### config.mk
export PLATFORM = sky130hd
export DESIGN_NAME = chse_front
export DESIGN_NICKNAME = d
export VERILOG_FILES = /design/src/hdl/chse_pkg.sv /design/src/hdl/chse_front.sv
export SDC_FILE = /design/constraint.sdc
export NUM_CORES = 1
export LEC_CHECK = 0
export CAP_MARGIN = 20
export CORE_ASPECT_RATIO = 2
export CORE_MARGIN = 10
export CORE_UTILIZATION = 59
export CTS_BUF_LIST = sky130_fd_sc_hd__clkbuf_4 sky130_fd_sc_hd__clkbuf_8
export CTS_CLUSTER_SIZE = 40
export DETAILED_ROUTE_END_ITERATION = 6
export DONT_BUFFER_PORTS = 1
export PLACE_DENSITY_LB_ADDON = 0.15
export SLEW_MARGIN = 20
export SYNTH_ARGS = -nofsm -noshare
export SYNTH_HDL_FRONTEND = slang
export SYNTH_SLANG_ARGS = --single-unit
### constraint.sdc
create_clock -name i_clk -period 5.3 [get_ports i_clk]
set_input_delay 0.265 -clock i_clk [delete_from_list [all_inputs] [get_ports i_clk]]
set_output_delay 0.265 -clock i_clk [all_outputs]
set_load 0.02 [all_outputs]
### src/hdl/chse_pkg.sv
// Shared types and constants of the spline evaluator.
// No dependencies.
package chse_pkg;

    localparam int DATA_W        = 32;
    localparam int CFG_W         = 5;
    localparam int SLOT_W        = 4;
    localparam int POS_W         = 2;
    localparam int FRAC_BITS     = 16;
    localparam int KBITS         = 30;
    localparam int DIV_STEPS     = KBITS + 1;
    localparam int MAX_KNOTS_DEF = 16;
    localparam int QUEUE_DEPTH   = 2;
    localparam int KNOT_CNT_RST  = 2;

    localparam logic OP_LOAD = 1'b0;
    localparam logic OP_EVAL = 1'b1;

    localparam logic [POS_W-1:0] POS_INSIDE = 2'd0;
    localparam logic [POS_W-1:0] POS_BELOW  = 2'd1;
    localparam logic [POS_W-1:0] POS_BEYOND = 2'd2;

    // Classified work item; coord is the knot location for a load, x for an evaluate.
    typedef struct packed {
        logic                     is_eval;
        logic [SLOT_W-1:0]        slot;
        logic signed [DATA_W-1:0] coord;
        logic signed [DATA_W-1:0] value;
        logic signed [DATA_W-1:0] slope;
    } t_entry;

endpackage

### src/hdl/chse_front.sv
// Front end: accepts input beats, drops loads to slots beyond the table,
// and packs the rest into queue entries. Depends on chse_pkg.
module chse_front #(
    parameter int MAX_KNOTS = chse_pkg::MAX_KNOTS_DEF
) (
    input  logic                              i_clk,
    input  logic                              i_rst_n,
    input  logic                              i_push,
    output logic                              o_full,
    input  logic                              i_operation,
    input  logic [chse_pkg::SLOT_W-1:0]       i_knot_index,
    input  logic signed [chse_pkg::DATA_W-1:0] i_knot_location,
    input  logic signed [chse_pkg::DATA_W-1:0] i_knot_value,
    input  logic signed [chse_pkg::DATA_W-1:0] i_knot_slope,
    input  logic signed [chse_pkg::DATA_W-1:0] i_sample_x,
    output logic                              o_q_push,
    output chse_pkg::t_entry                  o_q_data,
    input  logic                              i_q_full
);
    import chse_pkg::*;

    logic   r_vld;
    t_entry r_entry;
    logic   accept;
    logic   drop;
    logic   is_eval;

    assign is_eval  = (i_operation == OP_EVAL);
    assign drop     = !is_eval && (32'(i_knot_index) >= 32'(MAX_KNOTS));
    assign o_full   = r_vld && i_q_full;
    assign accept   = i_push && !o_full;
    assign o_q_push = r_vld && !i_q_full;
    assign o_q_data = r_entry;

    always_ff @(posedge i_clk) begin
        if (!i_rst_n) begin
            r_vld <= 1'b0;
        end else if (accept) begin
            r_vld <= !drop;
        end else if (o_q_push) begin
            r_vld <= 1'b0;
        end
    end

    always_ff @(posedge i_clk) begin
        if (accept) begin
            r_entry.is_eval <= is_eval;
            r_entry.slot    <= i_knot_index;
            r_entry.coord   <= is_eval ? i_sample_x : i_knot_location;
            r_entry.value   <= i_knot_value;
            r_entry.slope   <= i_knot_slope;
        end
    end

endmodule

### Yosys cells after proc, flatten, opt, wreduce, memory -nomap -nowiden

Cells that the tools add are included.

* register bits after elaboration: 102
* bits of input ports: 137
* output and inout bits: 103

* muxes and demuxes: 3
* reduce and logical (&&, ||, !) cells: 6

Operator list (count)
* 2-to-1 mux 32 bit: 1
* logical AND 1 bit: 3
* zero test 1 bit: 2
* 2-to-1 mux 1 bit: 2
* nonzero test 2 bit: 1

### Logic depth before layout (Yosys ltp)

Gate-level depths: netlist of run 1.

* depth after elaboration: 4
* depth in mapped cells: 3
* depth with buffers taken out: 2

### Worst setup path after synthesis of run 1

No wires, ideal clock.

* path type: register to register
* from: reg r_vld
* to: reg r_entry, in the netlist o_q_data[0], enable pin
* arrival: 4967 ps
* data required time: 4728 ps
* setup slack: -239 ps
* cell stages (with the launch flop): 3
* buffers on the path: 0
* period minus slack after synthesis: 5539 ps
* path through: dfxtp_1 and2_1 nor2b_1

* longest elaborated chain between the ends: 3

RTL lines
* start, declared: line chse_front.sv:22 `logic r_vld;`
* start signal, assigned: line chse_front.sv:39 `r_vld <= !drop;`
* logical AND 1 bit: line chse_front.sv:30 `assign o_full = r_vld && i_q_full;`
* via o_full: line chse_front.sv:9 `output logic o_full,`
* zero test 1 bit: line chse_front.sv:31 `assign accept = i_push && !o_full;`
* logical AND 1 bit: line chse_front.sv:31
* via accept: line chse_front.sv:24 `logic accept;`
* end, declared: line chse_front.sv:23 `t_entry r_entry;`

The timed path passes the listed nets, and every way through them passes these cells.
A chain may end at the register's enable or synchronous reset.

### Worst setup path after layout of run 1

* from: reg r_vld
* to: reg r_entry, in the netlist o_q_data[58], enable pin

The elaborated chain is that of the path after synthesis.

==> results.py, run 1 <==
metrics = {
    "worst_setup_path": {
        "crit_type": "reg2reg",
        "critPathMaxStageDelay_ns": 0.79,
        "reg2regPathDepth": 3,
        "slowest_stage": "buf_4",
        "crit_family": "simple AND/OR/NAND/NOR gates",
        "reg2reg_from": "r_vld",
        "ff2ff_setup_slack_ns": 2.84,
        "critPathCaptureType": "register",
        "critPathArrivalTime_ns": 2.45,
        "worstReg2RegEnd": "o_q_data[58]",
        "path_max_fanout": 71,
        "path_cells": "and2_1 > nor2b_4 > buf_4",
        "setup.worst_path.start": "r_vld",
        "critPathBufInv": 1,
        "worst_setup_path_start_kind": "register",
        "worstPathRequired_ns": 5.29,
    },
    "routing": {
        "vias_per_cell": 5.902,
        "routed_wl_um": 9429,
        "wl_per_cell_um": 32.85,
        "vias": 1694,
        "drc": 0,
        "drt_iter0_markers": 167,
        "ant_nets": 0,
        "drtPass1Iterations": 4,
    },
    "global_routing": {
        "grtUsageTotal_pct": 18.35,
        "overflow": 0,
        "grt_start_max_net_pins": 72,
        "grt_pass1_wl_um": 12390,
        "antenna_found_initial": 0,
        "grt_pass1_vias": 1873,
    },
    "yosys": {
        "yosysUniqueCellTypes": 9,
        "synth_edf_count": 101,
        "yosysMostFrequentCell": "edfxtp_1",
        "netlist_top_cells_area": "edfxtp_1 (84%), mux2_4 (12%), buf_12 (1.7%)",
        "seq_area_frac_synth_pct": 84.25,
        "ys.flop_type": "edfxtp_1",
        "synth_top_area_share_pct": 83.70,
        "yosys_warnings": 0,
        "ys_ff_latch": 102,
        "synthTopCellsByCount": "edfxtp_1 (101), mux2_4 (30), buf_12 (3)",
        "synthCells": 142,
        "synth_top_area_cell": "edfxtp_1",
        "async_flop_share_pct": 0,
        "syn-cell-area_sq_mm": 0.003623,
        "synth_nets": 279,
        "syn_avg_cell_area_sq_um": 25.52,
    },
    "floorplanning": {
        "die_y_um": 130.8,
        "die_w_um": 75.42,
        "fp-row-count": 40,
        "initial_core_util_pct": 60.33,
        "dieArea_sq_mm": 0.009867,
        "io_pins": 240,
        "core_area_sq_mm": 0.006006,
    },
    "timing": {
        "max_freq_mhz": 406.4,
        "finClkSkew_ns": 0.008049,
        "fin_crit_ns": 2.461,
        "finalHoldViolCount": 0,
        "worst_slew_pin_slew_ns": 0.8445,
        "tns_ns": 0,
        "setup_viol": 0,
        "final_max_slew_viol_count": 0,
        "finalCritPeriodShare_pct": 46.43,
        "maxSlewHeadroom_pct": 43.70,
        "rsz0062_at_grt": "false",
    },
    "pwr": {
        "finalPower_mw": 1.603,
        "leakagePower_nw": 1.648,
        "irDropWorstVdd_uv": 259.4,
        "powerDensity_mw_per_mm2": 354.0,
    },
    "cts": {
        "cts_hold_buf": 69,
        "cts_root_buf": "clkbuf_8",
        "cts_buffers": 9,
        "clkSinkCount": 102,
        "insertion_delay_ns": 0.35,
        "cts_resized": 0,
        "cts_max_level": 3,
        "cts_setup_buffers": 0,
        "clock_path_buffers": 2,
        "tritoncts": "done",
        "cts.clk_slew.worst_paths_ns": 0.08,
    },
    "min_path": {
        "hp-start": "i_rst_n",
        "hold_path_end": "r_vld",
        "whs_path_depth": 1,
        "hold_class": "in2reg",
    },
    "placed_design": {
        "place.gp.congestion": 0.6565,
        "dp.cells": 202,
        "port_buffers": 0,
    },
    "cells_and_area": {
        "n_antenna_cell": 0,
        "finalNonFillerCells": 287,
        "fillerInstances": 348,
        "drive_gt1_share_pct": 21.43,
        "nNetsFinal": 356,
        "area_growth_pct": 25.00,
    },
    "job": {
        "drv_cap": 0,
    },
    "status": {
        "run_status": "finished, final reports clean",
    },
}
## kinds of logic after synthesis
family          Yosys count  share of synthesized area (%)
compound gates            1                         0.2073
buf+inv                   4                          1.968
flops                   102                          84.25
mux                      32                          13.05
simple gates              3                         0.5180
## worst reg2reg max path: cells and delay by family, from the launching register on
family                 cells  cell delay [ns]
AND/OR/NAND/NOR            2             0.94
flip-flops                 1             0.31
buffers and inverters      1             0.80
## layout by cell type, fill, tap and decap left out
cell / n
clkinv_1: 2
dfxtp_1: 1
clkbuf_8: 9
mux2_4: 30
clkinv_2: 1
nor2b_4: 1
bufinv_16: 1
nor2b_1: 1
buf_4: 1
dlygate4sd3_1: 69
o21a_1: 1
inv_6: 3
mux2_2: 2
and2_1: 1
edfxtp_1: 101
## power breakdown
| part | switching (mW) | internal [mW] | leakage (nW) |
|---|---|---|---|
| Combinational | 0.0348 | 0.0639 | 0.563 |
| Clock | 0.247 | 0.219 | 0.0995 |
| Sequential | 0.0862 | 0.952 | 0.985 |
| Total | 0.368 | 1.24 | 1.65 |
## flip-flops by register name (all words and copies together) (netlist names)
register and count:
r_vld 1, o_q_data 101
## stage by stage
stage	worst slack [ns]	cell area [sq um]	hold WS, ns	util [%]
2_1_floorplan	1.695	3626	0.3639	-
3_3_place_gp	2.965	3646	0.3640	60.71
3_5_place_dp	2.848	3646	0.3639	60.71
4_1_cts	2.827	4529	0.02390	75.42
5_1_grt	2.694	4529	0.01694	75.42
6_report	2.839	4529	0.03465	75.42
## layout make-up
| class | count | area [sq um] | area share (%) |
|---|---|---|---|
| Clock inverter | 7 | 68.82 | 1.519 |
| Timing Repair Buffer | 70 | 698.2 | 15.41 |
| Clock buffer | 9 | 123.9 | 2.735 |
| Tap cell | 63 | 78.83 | 1.740 |
| Multi-Input combinational cell | 36 | 506.7 | 11.19 |
| Sequential cell | 102 | 3053 | 67.40 |
## layer usage
layer  global-route usage [%]  vias to the layer above  wire length, um
met2                    32.41                      152             5180
met1                    16.91                      813             2873
met4                    8.031                        0              174
met5                        0                        -                0
met3                    8.912                       13             1200
li1                         -                      716                -
## worst max-delay path by stage
stage                    to  slack (ns)  cells after the start
6_report       o_q_data[58]        2.84                      3
5_1_grt        o_q_data[58]        2.69                      3
4_1_cts        o_q_data[53]        2.83                      3
3_5_place_dp    o_q_data[4]        2.85                      3
3_3_place_gp   o_q_data[37]        2.97                      3
2_1_floorplan   o_q_data[0]        1.69                      2
(Power assumes the default switching activity.)
==> inputs of run 2 (changes only) <==
- clock period: 5.3 -> 2.2 ns (I/O delays scaled with it)
==> run 2 against run 1 <==
The flow now stops in clock tree synthesis (4_1_cts). Synthesized area stayed put. Synthesized cell count unchanged.
==> results.py, run 2 <==
metrics = {
    "status": {
        "run_status": "stopped before the end",
        "haltStage": "clock tree synthesis (4_1_cts)",
        "error": "[ERROR RSZ-0060] Max buffer count reached.",
    },
    "floorplanning": {
        "die_w_um": 75.42,
        "die_y_um": 130.8,
        "initial_core_util_pct": 60.33,
        "io_pins": 240,
        "fp-row-count": 40,
    },
    "yosys": {
        "yosysUniqueCellTypes": 9,
        "synth_edf_count": 101,
        "netlist_top_cells_area": "edfxtp_1 (84%), mux2_4 (12%), buf_12 (1.7%)",
        "async_flop_share_pct": 0,
        "synthCells": 142,
        "synthTopCellsByCount": "edfxtp_1 (101), mux2_4 (30), buf_12 (3)",
        "synth_top_area_cell": "edfxtp_1",
        "ys_ff_latch": 102,
        "syn-cell-area_sq_mm": 0.003623,
        "yosys_warnings": 0,
        "synth_nets": 279,
        "synth_top_area_share_pct": 83.70,
        "yosysMostFrequentCell": "edfxtp_1",
        "ys.flop_type": "edfxtp_1",
        "seq_area_frac_synth_pct": 84.25,
        "syn_avg_cell_area_sq_um": 25.52,
    },
    "cts": {
        "cts_max_level": 3,
        "cts_resized": 0,
        "cts_hold_buf": 101,
        "clkSinkCount": 102,
        "clock_path_buffers": 2,
        "cts_buffers": 9,
        "cts_root_buf": "clkbuf_8",
        "cts_setup_buffers": 0,
    },
    "placed_design": {
        "hpwl_um": 6796,
        "place_ws_ns": 0.8459,
        "port_buffers": 0,
        "place.gp.congestion": 0.7085,
    },
}
-- run 2: cell counts after synthesis --
No cell type changed its count.
-- run 2: cell families after synthesis --
| kind of cell | share of synthesized area (%) |
|---|---|
| muxes | 13.05 |
| buffers and inverters | 1.968 |
| DFF | 84.25 |
| AOI/OAI and AO/OA | 0.2073 |
| and+or+nand+nor | 0.5180 |
-- run 2: metrics by stage --
stage / area (sq um) / util, % / setup TNS (ns) / std cells / hold WS, ns
after detailed placement: 3669 / 61.08 / 0 / 203 / 0.2090
after floorplan: 3633 / - / -18.28 / 142 / 0.2089
after global placement: 3669 / 61.08 / 0 / 203 / 0.2090
==> inputs of run 3 (changes only) <==
- CORE_ASPECT_RATIO: 2 -> default
- CORE_UTILIZATION: 59 -> 40
- CTS_BUF_LIST: sky130_fd_sc_hd__clkbuf_4 sky130_fd_sc_hd__clkbuf_8 -> default
- CTS_CLUSTER_SIZE: 40 -> default
- clock period: 2.2 -> 2.85 ns (I/O delays scaled with it)
==> run 3 against run 2 <==
The flow again stops in clock tree synthesis (4_1_cts). Synthesized area stayed put. Synthesized cell count unchanged.
==> results.py, run 3 <==
metrics = {
    "status": {
        "run_status": "stopped before the end",
        "haltStage": "clock tree synthesis (4_1_cts)",
        "error": "[ERROR RSZ-0060] Max buffer count reached.",
    },
    "yosys": {
        "seq_area_frac_synth_pct": 84.25,
        "synth_compound_area_share_pct": 0.2072,
        "synthCells": 142,
        "synth_top_area_cell": "edfxtp_1",
        "syn_avg_cell_area_sq_um": 25.52,
        "synth-xor-area-share_pct": 0,
        "netlist_top_cells_area": "edfxtp_1 (84%), mux2_4 (12%), buf_12 (1.7%)",
        "synthAdderAreaFrac_pct": 0,
        "yosys_warnings": 0,
        "synth_top_area_share_pct": 83.70,
        "yosysMostFrequentCell": "edfxtp_1",
        "synthTopCellsByCount": "edfxtp_1 (101), mux2_4 (30), buf_12 (3)",
        "async_flop_share_pct": 0,
        "synth_nets": 279,
        "synth_top_family_by_area": "multiplexers",
        "synth_simple_gate_area_share_pct": 0.5180,
        "synth_edf_count": 101,
        "yosysUniqueCellTypes": 9,
        "syn-cell-area_sq_mm": 0.003623,
        "ys_ff_latch": 102,
        "ys.flop_type": "edfxtp_1",
        "synth_mux_area_share_pct": 13.05,
    },
    "floorplanning": {
        "die_y_um": 115.2,
        "die_w_um": 115.2,
        "io_pins": 240,
        "initial_core_util_pct": 41.35,
        "fp-row-count": 34,
    },
    "cts": {
        "cts_max_level": 3,
        "clkSinkCount": 102,
        "cts_resized": 0,
        "cts_hold_buf": 101,
        "clock_path_buffers": 2,
        "cts_root_buf": "clkbuf_8",
        "cts_buffers": 9,
        "cts_setup_buffers": 0,
    },
    "placed_design": {
        "place_ws_ns": 1.172,
        "port_buffers": 0,
        "placed_cell_area_sq_mm": 0.003710,
        "place.gp.congestion": 0.6770,
    },
}
run 3: logic make-up after synthesis:
kind of cell	after synthesis
mux	32
flops	102
simple gates	3
buf+inv	4
compound gates	1
run 3: through the flow:
stage,hold slack [ns],instances
floorplan,0.2414,142
global placement,0.2415,248
detailed placement,0.2414,248
