File: config.mk
export PLATFORM = sky130hd
export DESIGN_NAME = chse_queue
export DESIGN_NICKNAME = d
export VERILOG_FILES = /design/src/hdl/chse_pkg.sv /design/src/hdl/chse_queue.sv
export SDC_FILE = /design/constraint.sdc
export NUM_CORES = 1
export LEC_CHECK = 0
export BUFFER_PORTS_ARGS = -buffer_cell sky130_fd_sc_hd__buf_4
export CAP_MARGIN = 10
export CORE_MARGIN = 3
export CORE_UTILIZATION = 46
export DETAILED_ROUTE_END_ITERATION = 16
export PLACE_DENSITY = 0.72
export SYNTH_ARGS = -nofsm -noshare
export SYNTH_HDL_FRONTEND = slang
export SYNTH_SLANG_ARGS = --single-unit
File: constraint.sdc
create_clock -name i_clk -period 9.7 [get_ports i_clk]
set_clock_uncertainty 0.15 [all_clocks]
set_input_delay 1.455 -clock i_clk [delete_from_list [all_inputs] [get_ports i_clk]]
set_output_delay 1.455 -clock i_clk [all_outputs]
set_load 0.01 [all_outputs]
File: src/hdl/chse_pkg.sv
// Shared types and constants of the spline evaluator.
// No dependencies.
package chse_pkg;

    localparam int DATA_W        = 32;
    localparam int CFG_W         = 5;
    localparam int SLOT_W        = 4;
    localparam int POS_W         = 2;
    localparam int FRAC_BITS     = 16;
    localparam int KBITS         = 30;
    localparam int DIV_STEPS     = KBITS + 1;
    localparam int MAX_KNOTS_DEF = 16;
    localparam int QUEUE_DEPTH   = 2;
    localparam int KNOT_CNT_RST  = 2;

    localparam logic OP_LOAD = 1'b0;
    localparam logic OP_EVAL = 1'b1;

    localparam logic [POS_W-1:0] POS_INSIDE = 2'd0;
    localparam logic [POS_W-1:0] POS_BELOW  = 2'd1;
    localparam logic [POS_W-1:0] POS_BEYOND = 2'd2;

    // Classified work item; coord is the knot location for a load, x for an evaluate.
    typedef struct packed {
        logic                     is_eval;
        logic [SLOT_W-1:0]        slot;
        logic signed [DATA_W-1:0] coord;
        logic signed [DATA_W-1:0] value;
        logic signed [DATA_W-1:0] slope;
    } t_entry;

endpackage

File: src/hdl/chse_queue.sv
// Short queue of classified entries between front and back end.
// Depends on chse_pkg.
module chse_queue (
    input  logic             i_clk,
    input  logic             i_rst_n,
    input  logic             i_push,
    input  chse_pkg::t_entry i_data,
    output logic             o_full,
    input  logic             i_pop,
    output chse_pkg::t_entry o_data,
    output logic             o_empty
);
    import chse_pkg::*;

    localparam int PW = $clog2(QUEUE_DEPTH);

    t_entry            r_slot [QUEUE_DEPTH];
    logic [PW-1:0]     r_wptr;
    logic [PW-1:0]     r_rptr;
    logic [PW:0]       r_count;
    logic              do_push;
    logic              do_pop;

    assign o_full  = (r_count == (PW+1)'(QUEUE_DEPTH));
    assign o_empty = (r_count == '0);
    assign do_push = i_push && !o_full;
    assign do_pop  = i_pop && !o_empty;
    assign o_data  = r_slot[r_rptr];

    always_ff @(posedge i_clk) begin
        if (!i_rst_n) begin
            r_wptr  <= '0;
            r_rptr  <= '0;
            r_count <= '0;
        end else begin
            if (do_push) begin
                r_wptr <= (r_wptr == PW'(QUEUE_DEPTH-1)) ? '0 : r_wptr + 1'b1;
            end
            if (do_pop) begin
                r_rptr <= (r_rptr == PW'(QUEUE_DEPTH-1)) ? '0 : r_rptr + 1'b1;
            end
            if (do_push && !do_pop) begin
                r_count <= r_count + 1'b1;
            end else if (do_pop && !do_push) begin
                r_count <= r_count - 1'b1;
            end
        end
    end

    always_ff @(posedge i_clk) begin
        if (do_push) begin
            r_slot[r_wptr] <= i_data;
        end
    end

endmodule

## Yosys cells after proc, flatten, opt, wreduce, memory -nomap -nowiden

Memory sizes are Yosys's and may differ from the RTL's. A register that Yosys moved wholly into a read port is not among the register bits.
Cells that the tools add are included.

| storage, ports and cells | value |
|---|---|
| logic and storage cells | 27 |
| memories | 1 |
| bits in registers | 4 |
| bits in writable memories | 202 |

Memory list:

| memory | words | bits a word | rd ports | clocked after Yosys merged registers in | wr ports | RTL line | text |
|---|---|---|---|---|---|---|---|
| r_slot | 2 | 101 | 1 | 1 | 1 | chse_queue.sv:17 | `t_entry r_slot [QUEUE_DEPTH];` |

| operators by class | value |
|---|---|
| $add $sub $neg | 4 |
| reduce and logical (&&, ||, !) cells | 10 |
| muxes and demuxes | 8 |
| equal/unequal tests | 1 |

Operator list:

| cell | number |
|---|---|
| two-way mux 1 bit | 6 |
| logical AND 1 bit | 4 |
| zero test 1 bit | 4 |
| two-way mux 2 bit | 2 |
| adder 1 bit (second input constant) | 2 |
| adder 2 x 1 -> 2 bit (second input constant) | 1 |
| == test 2 bit (second input constant) | 1 |
| zero test 2 bit | 1 |
| nonzero test 2 bit | 1 |
| subtractor 2 x 1 -> 2 bit (second input constant) | 1 |

## Longest topological paths before layout

Gate-level depths: netlist (run 1).

| logic depth | value |
|---|---|
| depth in word-level cells | 7 |
| gate-level depth with buffers | 7 |

## Worst setup path before layout (run 1)

Ideal clock, no wire load.

| timing | value |
|---|---|
| path type | in2reg |
| start | input i_push |
| end | memory r_slot[0][0] (netlist name), enable pin |
| setup slack | 3.561 ns |
| arrival time | 5.445 ns |
| required time | 9.006 ns |
| stages | 2 |
| library setup time | 0.544 ns |
| path buffers | 0 |
| cells stage by stage | inv_1 -> nor3_2 |

| between the ends | value |
|---|---|
| longest elaborated chain between the ends | 3 |

RTL lines:

| element | RTL line | text |
|---|---|---|
| start: declaration | chse_queue.sv:6 | `input logic i_push,` |
| logical AND 1 bit | chse_queue.sv:26 | `assign do_push = i_push && !o_full;` |
| two-way mux 1 bit | chse_queue.sv:51 | `if (do_push) begin` |
| two-way mux 1 bit (not written as such) | chse_queue.sv:52 | `r_slot[r_wptr] <= i_data;` |
| end: declaration | chse_queue.sv:17 |  |

Every way passes these cells.

==> results of run 1 <==
[power by group through the flow]
stage,clock network (mW),logic [mW],registers (mW)
floorplan,0,0.362,1.18
global placement,0,0.616,1.20
detailed placement,0,0.624,1.20
CTS,0.755,0.628,1.19
global route,0.793,0.664,1.20
finish,0.732,0.615,1.18
[registers in the layout (all words and copies together) (netlist names), named ones only]
register  cells
r_rptr        1
r_wptr        1
r_slot      202
r_count       2
[cells in the mapped netlist (all sizes together)]
library cell	n
edfxtp	202
buf	11
or3	1
o21a	1
ha	1
nor3	1
inv	2
mux2	101
o21ai	2
xnor2	2
nand2b	1
and3	1
nor2	2
dfxtp	5
xor2	1
a21boi	2
and2	3
[how the worst max path moves through the flow]
stage                                        end  cells after the start      start
after global routing                   o_data[8]                      3  flip-flop
after floorplan           r_slot[0][0]$_DFFE_PP_                      2     i_push
after CTS                             o_data[90]                      3  flip-flop
final                                 o_data[90]                      3  flip-flop
after detailed placement              o_data[90]                      3  flip-flop
after global placement                o_data[90]                      3  flip-flop
[kinds of logic after synthesis]
| kind of cell | share of synthesized area, % |
|---|---|
| multiplexers | 15.1 |
| AO/OA/AOI/OAI | 0.431 |
| buffers and inverters | 1.61 |
| flip-flops | 81.7 |
| adder cells (fa/ha/maj) | 0.166 |
| AND/OR/NAND/NOR | 0.729 |
| XOR/XNOR | 0.348 |
[stage by stage]
stage | util [%] | cell area, µm²
finish | 62.1 | 9940
global route | 62.1 | 9940
CTS | 62.1 | 9940
detailed placement | 58.2 | 9310
global placement | 58.2 | 9310
floorplan | - | 7550
[worst max-delay path, stage by stage, from the launching register on]
cell     delay (ns)
dfxtp_4        0.80
buf_4          0.66
mux2_1         0.42
buf_4          0.16
[metal layers]
| layer | part of all wire [%] | global-route usage [%] |
|---|---|---|
| met1 | 39 | 18.5 |
| met2 | 48 | 25.2 |
| met3 | 10 | 6.15 |
| met4 | 2.4 | 4.69 |
| met5 | 0 | 0 |
[placed cells by master, fill, tap and decap left out, drive strengths merged, types with 2 or more instances in the layout]
cell,Yosys,routed
a21boi,2,2
and2,3,3
buf,11,211
clkbuf,0,23
clkinv,0,10
clkinvlp,0,2
dfxtp,5,5
edfxtp,202,202
inv,2,3
mux2,101,101
nor2,2,2
o21ai,2,2
xnor2,2,2
[final cells by class]
class,count,area share (%)
clock inverters,14,1.01
well taps,216,2.72
repair buffers,211,15.9
flip-flops and latches,207,62.1
inverters,2,0.0755
clock buffers,23,5.36
multi-input cells,119,12.8
==> results.cfg, run 1 <==
[setup_path]
reg2reg_slack_ns = 7.19
worstReg2RegEnd = r_slot[1][5]$_DFFE_PP_
worstSetupStartpointType = flip-flop
r2r_cells = 3
r2r_start = r_count[0]$_SDFFE_PN0P_
cp-end-kind = output port
critical_path_class = reg2out
worst_ep_required_time_ns = 8.10
cp.arrival_ns = 2.56
critPathMaxFanout = 51

[floorplan]
fp.dieH_um = 134
core_area_um2 = 16000
ios = 208
die_width_um = 134
start_util_pct = 47.2
die_area_um2 = 18000
std_cell_rows = 46

[synthesis]
syn_inst = 339
synthTopCellsByArea = edfxtp_1, mux2_1, mux2_2
synth_area_per_cell_um2 = 22.3
yosysSeqAreaShare_pct = 81.7
yosys_warnings = 0
synth_area_um2 = 7550
yosys.area.top_type_share_pct = 80.3
ys_ff_latch = 207
yosysTopAreaCell = edfxtp_1
synth_nets = 445
ys_types = 23

[power_and_ir_drop]
power.switching_uw = 664
ir_drop_mv = 0.166
clkPwrFrac_pct = 28.9
p_per_area_nw_per_um2 = 254
p_seq_share_pct = 46.8
p_comb_share_pct = 24.3
power_mw = 2.53
switching_share_pct = 26.2
leakage_nw = 3.70
internal-power_mw = 1.87

[place]
dp_hpwl_um = 9160
place_congestion = 0.760
port_buffers = 207
dpl_worst_slack_ns = 5.99
dp_cells = 755

[clock_network]
cts_resized = 0
cts_tree = yes
clkLatencyLatePin_ns = 0.49
h-tree-depth = 1
cts.sinks = 207
cts_hold_buffers = 0
cts_root_buffer = clkbuf_16
clockBufferDepth = 3
cts_buffers = 21
clk_transition_reported_paths_ns = 0.06
cts_setup_buffers = 0

[grt]
grt_max_degree = 74
grt-ovfl-total = 0
grt_usage_pct = 15.2
grt_pass1_vias = 4242
grt_pass1_wl_um = 21600
antenna_found_initial = 0

[drt]
first_pass_iters = 4
viasPerCell = 4.87
drc_errors = 0
ant_nets = 0
routedWlPerCell_um = 17.7
wl_um = 14000
num_vias = 3860
drtIter0Drc = 168

[outcome]
status = finished, final reports clean

[timing]
timing.final.crit_period_ns = 4.17
hold_viol = 0
fmax_mhz = 240
holdWs_ns = 0.379
relSlewSlack_pct = 32.9
setup_violations = 0
final.setup.tns_ns = 0
worst_slack_ns = 5.53
fin_crit_sh_pct = 43.0
slew_viol_final = 0
rsz0062_at_grt = false
worst_slew_pin_slew_ns = 1.01

[final_layout]
multiInputGateArea_um2 = 1270
final-seq-area_um2 = 6170
fin_cells = 792
fillers = 1177
fin_nets = 668
diodes = 0
drive_gt1_share_pct = 44.3
areaGrowthSynthToFinish_pct = 31.6

[min_path]
worstHoldStart = r_count[1]$_SDFFE_PN0P_
hold_path_depth = 2
whs_endpoint = r_count[1]$_SDFFE_PN0P_
hp-class = reg2reg

[flow_run]
cap_viol_max_count = 0
Power figures use the tool's default switching activity.
==> inputs of run 2 (changes only) <==
Settings changed: ABC_AREA from default to 1, PLACE_DENSITY 0.72 to 0.74.
Clock period 9.7 ns to 3.55 ns, I/O delays scaled along.
==> run 2 against run 1 <==
Design area up 5.3%. Clock power grew to 3.2 times the previous value. Worst hold slack got worse by 0.31 ns. Area after synthesis up 5.7%. Synthesized cell count increased by 3.8%. Global-route usage down 0.45 points. Critical path depth unchanged. Die area is 5.4% higher. Non-clock buffer count grew 3. Sequential cell count did not move. Critical path type unchanged. Largest cell class unchanged. Largest power group unchanged.
==> results.cfg, run 2 <==
[floorplan]
fp.dieH_um = 138
core_area_um2 = 16800
start_util_pct = 47.6
die_width_um = 138
die_area_um2 = 19000
std_cell_rows = 47
ios = 208

[synthesis]
ys_types = 16
yosys.area_share.simple_pct = 0.941
synth_area_per_cell_um2 = 22.7
synth_nets = 458
synthMuxAreaShare_pct = 18.5
synth.most_common_cell = edfxtp_1
synth_xor_area_share_pct = 0
synth_common_cells = edfxtp_1, mux2_4, mux2_2, nor2_1
synth_edf_count = 202
yosys_warnings = 0
synthTopCellsByArea = edfxtp_1, mux2_4, buf_12
yosys.area.top_type_share_pct = 76.0
synth_top_family_by_area = multiplexers
syn_inst = 352
synth_compound_area_share_pct = 0.251
synthAdderAreaFrac_pct = 0.157
synth_ff_type = edfxtp_1
async_flop_share_pct = 0
yosysSeqAreaShare_pct = 77.3
synth_area_um2 = 7980
ys_ff_latch = 207
yosysTopAreaCell = edfxtp_1

[grt]
grt_pass1_vias = 4049
grt_max_degree = 76
grt_pass1_wl_um = 21700
grt-ovfl-total = 0
antenna_found_initial = 2
grt_usage_pct = 14.8

[drt]
ant_nets = 0
drc_errors = 0
viasPerCell = 4.82
drtIter0Drc = 220
first_pass_iters = 4
wl_um = 14700
num_vias = 3932
routedWlPerCell_um = 18.0

[final_layout]
fin_cells = 815
largest-register = r_slot
largest_reg_flops = 202
final_common_cell = buf_4
final_core_util_pct = 62.4
areaGrowthSynthToFinish_pct = 31.2
fillers = 1173
fin_area_um2 = 10500
fin_nets = 685
layout_common_cells = buf_4, edfxtp_1, mux2_4
diodes = 0
reg.largest.list = r_slot x202, r_count x2
drive_gt1_share_pct = 59.0

[setup_path]
r2r_cells = 3
cp-end-kind = output port
worstReg2RegEnd = r_slot[1][73]$_DFFE_PP_
reg2reg_slack_ns = 1.44
worst_ep_required_time_ns = 2.87
r2r_start = r_count[0]$_SDFFE_PN0P_
critPathMaxFanout = 20
cp.arrival_ns = 1.99
worstSetupStartpointType = flip-flop
critical_path_class = reg2out

[min_path]
worstHoldStart = i_data[95]
whs_endpoint = r_slot[0][95]$_DFFE_PP_
hp-class = in2reg
hold_path_depth = 1

[clock_network]
cts_hold_buffers = 0
cts_resized = 0
clk_transition_reported_paths_ns = 0.06
h-tree-depth = 1
cts_tree = yes
cts_root_buffer = clkbuf_16
clockBufferDepth = 3
cts_setup_buffers = 0
cts_buffers = 22
clkLatencyLatePin_ns = 0.48
cts.sinks = 207

[place]
dp_cells = 775
port_buffers = 207
place_area_um2 = 9710
dpl_worst_slack_ns = 1.25
dp_hpwl_um = 9790
place_congestion = 0.707

[power_and_ir_drop]
p_per_area_nw_per_um2 = 713
leakage_nw = 4.11
ir_drop_mv = 0.580
power_mw = 7.46

[timing]
fmax_mhz = 374
final.setup.tns_ns = 0
holdWs_ns = 0.0710
hold_viol = 0
relSlewSlack_pct = 36.1
slew_viol_final = 0
fin_crit_sh_pct = 75.3
timing.final.crit_period_ns = 2.67
worst_slew_pin_slew_ns = 0.958
rsz0062_at_grt = false
worst_slack_ns = 0.878
setup_violations = 0

[outcome]
status = finished, final reports clean

[flow_run]
cap_viol_max_count = 0
-- run 2: cell count changes in the layout (fill, tap and decap cells not counted), sizes merged, moves of 2 or more --
cell / change
and2: -3
nor2: +9
buf: +3
clkbuf: +3
inv: +6
xnor2: -2
nand2: +6
a21boi: -2
bufinv: +3
-- run 2: critical path: stages (launching register included) --
cell and delay, ns:
dfxtp_4 0.56, buf_4 0.40, mux2_2 0.39, buf_4 0.15
-- run 2: final cells by class --
type | instances | area, µm² | share of cell area (%)
Clock buffer | 26 | 587 | 5.61
Clock inverter | 14 | 171 | 1.64
Inverter | 9 | 33.8 | 0.323
Multi-Input combinational cell | 125 | 1600 | 15.3
Sequential cell | 207 | 6170 | 58.9
Tap cell | 220 | 275 | 2.63
Timing Repair Buffer | 214 | 1630 | 15.6
-- run 2: per-layer routing --
layer	vias to the layer above	share of wire (%)	global-route usage, %
li1	1823	-	-
met1	1917	37	18.6
met2	163	51	24.9
met3	25	10	4.93
met4	4	1.5	3.29
met5	-	0.21	0
-- run 2: logic make-up after synthesis --
| logic type | Yosys count |
|---|---|
| flip-flops | 207 |
| adder cells (fa/ha/maj) | 1 |
| AO/OA/AOI/OAI | 4 |
| multiplexers | 101 |
| buffers and inverters | 20 |
| AND/OR/NAND/NOR | 19 |
-- run 2: power by group --
part | switching [mW] | internal (mW)
combinational | 0.857 | 1.04
sequential | 0.119 | 3.09
clock | 0.881 | 1.47
-- run 2: worst max path at each step --
stage          startpoint                 endpoint  slack (ns)  depth (start not counted)
2_1_floorplan      i_push   r_slot[0][0]$_DFFE_PP_       -0.32                          2
3_3_place_gp       i_push  r_slot[1][32]$_DFFE_PP_        1.35                          4
3_5_place_dp       i_push  r_slot[1][31]$_DFFE_PP_        1.25                          4
4_1_cts         flip-flop               o_data[78]        0.84                          3
5_1_grt         flip-flop               o_data[78]        0.81                          3
6_report        flip-flop               o_data[78]        0.88                          3
